==> src/rtl/rcia_pkg.sv <==
// ----------------------------------------------------------------------------
// rcia_pkg
// Shared types and constants for the reference-counted ID allocator: request
// codes, controller states and the command and status groups that join the
// controller to the datapath.
// ----------------------------------------------------------------------------
package rcia_pkg;

  localparam int ID_W     = 10;
  localparam int KIND_W   = 2;
  localparam int TDATA_W  = 16;
  localparam int FLAG_W   = 3;
  localparam int FLAG_FREE = 0;
  localparam int FLAG_EXH  = 1;
  localparam int FLAG_SAT  = 2;

  typedef enum logic [KIND_W-1:0] {
    REQ_NEW = 2'd0,
    REQ_REG = 2'd1,
    REQ_REL = 2'd2,
    REQ_NOP = 2'd3
  } req_t;

  typedef enum logic [2:0] {
    ST_CLEAR,
    ST_IDLE,
    ST_READ,
    ST_EVAL,
    ST_DONE
  } state_t;

  typedef struct packed {
    logic clr_en;
    logic accept;
    logic bypass;
    logic rd_en;
    logic step;
    logic eval;
    logic out_load;
  } ctrl_cmd_t;

  typedef struct packed {
    logic clr_last;
    logic needs_read;
    logic is_new;
    logic hit;
    logic at_top;
    logic out_free;
  } ctrl_sts_t;

endpackage

==> src/rtl/rcia_ctrl.sv <==
// ----------------------------------------------------------------------------
// rcia_ctrl
// Controller for the ID allocator: sequences the clearing pass, item
// acceptance, count reads, the upward scan and delivery of the result.
// ----------------------------------------------------------------------------
module rcia_ctrl (
  input  logic               clk,
  input  logic               rst_n,
  input  logic               in_tvalid,
  output logic               in_tready,
  input  rcia_pkg::ctrl_sts_t sts,
  output rcia_pkg::ctrl_cmd_t cmd
);

  import rcia_pkg::*;

  state_t state_r;
  state_t state_nxt;
  logic   in_fire;

  assign in_tready = (state_r == ST_IDLE);
  assign in_fire   = in_tvalid && in_tready;

  always_comb begin
    state_nxt = state_r;
    unique case (state_r)
      ST_CLEAR: begin
        if (sts.clr_last) state_nxt = ST_IDLE;
      end
      ST_IDLE: begin
        if (in_fire) state_nxt = sts.needs_read ? ST_READ : ST_DONE;
      end
      ST_READ: begin
        state_nxt = ST_EVAL;
      end
      ST_EVAL: begin
        if (sts.is_new && !sts.hit && !sts.at_top) state_nxt = ST_READ;
        else state_nxt = ST_DONE;
      end
      ST_DONE: begin
        if (sts.out_free) state_nxt = ST_IDLE;
      end
      default: state_nxt = ST_CLEAR;
    endcase
  end

  always_comb begin
    cmd = '0;
    unique case (state_r)
      ST_CLEAR: begin
        cmd.clr_en = 1'b1;
      end
      ST_IDLE: begin
        cmd.accept = in_fire;
        cmd.bypass = in_fire && !sts.needs_read;
      end
      ST_READ: begin
        cmd.rd_en = 1'b1;
      end
      ST_EVAL: begin
        if (sts.is_new && !sts.hit && !sts.at_top) cmd.step = 1'b1;
        else cmd.eval = 1'b1;
      end
      ST_DONE: begin
        cmd.out_load = sts.out_free;
      end
      default: cmd = '0;
    endcase
  end

  always_ff @(posedge clk) begin
    if (!rst_n) begin
      state_r <= ST_CLEAR;
    end else begin
      state_r <= state_nxt;
    end
  end

endmodule

==> config.mk <==
export PLATFORM = sky130hd
export DESIGN_NAME = rcia_ctrl
export DESIGN_NICKNAME = d
export VERILOG_FILES = /design/src/rtl/rcia_pkg.sv /design/src/rtl/rcia_ctrl.sv
export SDC_FILE = /design/constraint.sdc
export NUM_CORES = 1
export LEC_CHECK = 0
export BUFFER_PORTS_ARGS = -buffer_cell sky130_fd_sc_hd__buf_2
export CORE_AREA = 2 2 39 41
export DETAILED_ROUTE_END_ITERATION = 16
export DIE_AREA = 0 0 41 43
export PLACE_DENSITY_LB_ADDON = 0.05
export SYNTH_ARGS = -nofsm -noshare
export SYNTH_HDL_FRONTEND = slang
export SYNTH_SLANG_ARGS = --single-unit
==> constraint.sdc <==
create_clock -name clk -period 1.6 [get_ports clk]
set_input_delay 0.4 -clock clk [delete_from_list [all_inputs] [get_ports clk]]
set_output_delay 0.4 -clock clk [all_outputs]
set_load 0.01 [all_outputs]
After elaboration in Yosys (flattened, before gate mapping)

Index checks and enable logic that the tools add are counted.

Bits in writable memories: 0
Register bits after elaboration: 3
Output and inout bits: 8
Input port bits: 9
Memories kept: 0
Logic and storage cells: 30
Bits in latches: 0
Bits in read-only memories: 0

Multiplexer cells: 13
Shift-type cells: 0
Bitwise gates (word level): 0
Multiply operators: 0
Magnitude comparators: 0
Reductions and logical operators: 9
Add/subtract/negate cells: 0
Div/mod/pow operators: 0
Equal/unequal tests: 7

Operators with widths:

| kind                                                  | number |
|---|---|
| two-way mux 3 bit                                     | 5 |
| one-hot mux 3 bit (5 select lines)                    | 1 |
| equality test 3 x 2 -> 1 bit, second input constant   | 2 |
| two-way mux 1 bit                                     | 5 |
| logical AND 1 bit                                     | 4 |
| two-way mux 2 bit                                     | 2 |
| inequality test 2 bit, second input constant          | 2 |
| equality test 3 x 1 -> 1 bit, second input constant   | 1 |
| equality test 3 bit, second input constant            | 1 |
| zero test 1 bit                                       | 3 |
| zero test 3 bit                                       | 1 |
| AND reduction 3 bit                                   | 1 |
| inequality test 2 x 1 -> 1 bit, second input constant | 1 |

Depth between registers and ports, before layout

Word-level depth: 5
Mapped depth: 4
Mapped depth without buffers: 3

Worst setup path before layout

Ideal clock, no wire load.

Kind: register to output
Start point: register state_r[0]
End point: output port cmd[4] (netlist bit)
Data required time: 1.200 ns
Stages on the path, launching flop included: 4
Path slack: 0.155 ns
Arrival: 1.045 ns
Path through: dfxtp_1 buf_2 nor3b_2 and3_1

RTL lines:

| what                   | RTL line        | source |
|---|---|---|
| from (decl)            | rcia_ctrl.sv:17 | `state_t state_r;` |
| from (signal assigned) | rcia_ctrl.sv:75 | `state_r <= state_nxt;` |
| to (decl)              | rcia_ctrl.sv:12 | `output rcia_pkg::ctrl_cmd_t cmd` |

==> out/metrics.csv <==
metric,value,unit
Congestion Overflow GR,0,
top cell type's share of synthesized area,20.9,%
vias per inst,4.51,
biggest regs,state_r x3,
global-route wire length before repair,1200,um
post-synthesis sequential area ratio,20.9,%
post-synth top area cell,dfxtp_1,
CTS tree,built,
RSZ-0062 raised after global routing,no,
Post-Layout Inst Area,477,um2
Hold Path Class,input port to flip-flop,
Vias,338,
Clk network pwr share,42.4,%
Peak Freq,648,MHz
hpwl dp,598,um
Worst Hold Depth,3,
count of filler cells inserted in the layout,163,
layout cell share with drive strength beyond 1,64.4,%
register area,68.8,um2
startpoint types,flip-flop,
cells after synthesis,36,
syn nets,45,
initial antenna violation count,0,
hold-fix buffers at CTS,0,
critical path data required time,1200,ps
Logic pwr share,28.4,%
post-layout util,34.4,%
Slew @ Worst Pin,408,ps
largest register by flop count,state_r,
sequential power share,29.2,%
crit-path max FO,11,
Worst Reg2Reg Path Length in Cells,3,
prevailing post-synth register cell,dfxtp_1,
top-count cell post-synth,inv_1,
Final #Nets,69,
largest net degree at the start of global routing,12,
Commonest cells post-synth,"inv_1, a21oi_1, dfxtp_1",
Max VDD drop,304,uV
count of final hold-check violations,0,
reg2reg setup slack,250,ps
Die Wd,41,um
# clock sinks,3,
"Distinct cells, synth",24,
start of the worst register-to-register path,state_r[0],
Hold EP,state_r[2],
n_diodes,0,
Cell Int Power,0.000221,W
Sw Share,28.0,%
#FFs+latches synth,3,
static leakage,0.240,nW
Post-Route WL,806,um
pre-CTS setup slack,-48.3,ps
"Data arrival, critical path",1140,ps
drt first pass iters,1,
Post-synth ARST share,0,%
CTS HTree Levels,1,
Crit. End Element,output pin,
area of the multi-input gates,218,um2
core footprint,1380,um2
full die area,1760,um2
site row count,14,
Initial Utilization,20.8,%
Pins Over Slew Limit,0,
gr usage total,9.83,%
Fin Hold WS,441,ps
Layout Skew,1.73,ps
Final Cycle Share,96.5,%
"Warnings, synthesis",0,
DRT antenna net count,0,
worst skew pair latency,230,ps
max FFs per register,3,
cell area power density,645,nW/um2
clock slew at reported path FFs,40,ps
chip height,43,um
final count of negative-setup-slack endpoints,0,
Post-synth EDFFs,0,
main area contributors after synthesis,"dfxtp_1, or3b_2, a21oi_1, a21o_1, a221oi_2",
clock tree root driver cell,clkbuf_4,
DRC,0,
net switching power,0.0000859,W
status,"finished, final reports clean",
IO Pins,17,
Num CTS Buffers,3,
Mapped Avg Cell Area,7.99,um2
RD Place Congestion,0.633,
Placed Area,382,um2
WL/cell,10.7,um
hold path startpoint,rst_n,
Synth-to-Final Area Change,65.7,%
PortBufs,16,
placed cell count,67,
RR Endpoint,state_r[2],
Synth Cell Area,288,um2
minimum clock period,1540,ps
setup slack after layout,56.4,ps
number of global-route vias before repair,314,
Initial DRC Count,0,
clock buffer depth,2,
fin cells,75,
Setup CP Type,flip-flop to output pin,
Max Cap Viol,0,
max_slew headroom,72.8,%
-- worst max-delay path, cell delays in order, from the launching register on --
cell and delay (ps):
dfxtp_2 390, nor4bb_2 330, buf_2 190
-- worst max-delay path by stage --
| stage | slack (ps) | startpoint | cells after the start | endpoint |
|---|---|---|---|---|
| after CTS | -2 | state_r[2] | 4 | cmd[2] |
| after detailed placement | -50 | sts[2] | 5 | cmd[1] |
| after global placement | -30 | sts[2] | 5 | cmd[1] |
| after floorplan | 150 | state_r[0] | 3 | cmd[4] |
| final | 60 | state_r[1] | 2 | cmd[0] |
| after global routing | 10 | state_r[2] | 4 | cmd[2] |
-- per-layer routing --
layer	up-vias	track usage [%]	share of wire, %
met3	0	1.57	6.2
met5	-	0	0
met4	0	6.00	0
li1	175	-	-
met1	152	12.5	42
met2	11	14.7	52
-- power groups by stage --
stage / Clock, W / Sequential, W / Combinational [W]
2_1_floorplan: 0 / 0.0000819 / 0.0000514
3_3_place_gp: 0 / 0.0000911 / 0.0000700
3_5_place_dp: 0 / 0.0000917 / 0.0000713
4_1_cts: 0.000139 / 0.0000929 / 0.0000761
5_1_grt: 0.000141 / 0.0000906 / 0.0000967
6_report: 0.000130 / 0.0000898 / 0.0000873
-- repair_timing --
item | in CTS | in global routing
resized for setup | 7 | 4
setup buffers | 0 | 4
gates cloned | 0 | 0
setup endpoints to repair | 7 | 7
-- stage by stage --
stage	power [W]	setup TNS (ps)
floorplan	0.000133	0
global placement	0.000161	-28.7
detailed placement	0.000163	-48.3
CTS	0.000308	-1.65
global route	0.000328	0
finish	0.000307	0
-- cells in the final DEF, fill, tap and decap left out --
master / count
nor3b_2: 1
a221oi_2: 1
nor4b_1: 1
dfxtp_2: 1
nor4bb_2: 1
a21o_1: 2
nor2_1: 1
and3_1: 1
clkbuf_1: 1
nor3b_1: 1
nor3_1: 1
and2_1: 1
a211oi_1: 1
inv_1: 4
nand3b_1: 1
inv_2: 1
a21oi_1: 3
and2b_1: 1
clkbuf_4: 3
buf_4: 6
or3b_4: 1
a221oi_1: 1
or4_4: 1
nand3_2: 2
or3b_2: 1
dfxtp_4: 2
nor3b_4: 1
o21ai_0: 1
buf_2: 16
-- logic make-up after synthesis --
group                  synth area share, %
AO/OA/AOI/OAI                         23.0
buffers and inverters                 13.9
flip-flops                            20.9
AND/OR/NAND/NOR                       42.2
-- layout make-up --
type                            count  area share (%)
Clock buffer                        4            5.51
Tap cell                           16            4.20
Multi-Input combinational cell     25            45.7
Timing Repair Buffer               22            26.2
Sequential cell                     3            14.4
Inverter                            5            3.94
Power figures use the tool's default switching activity.
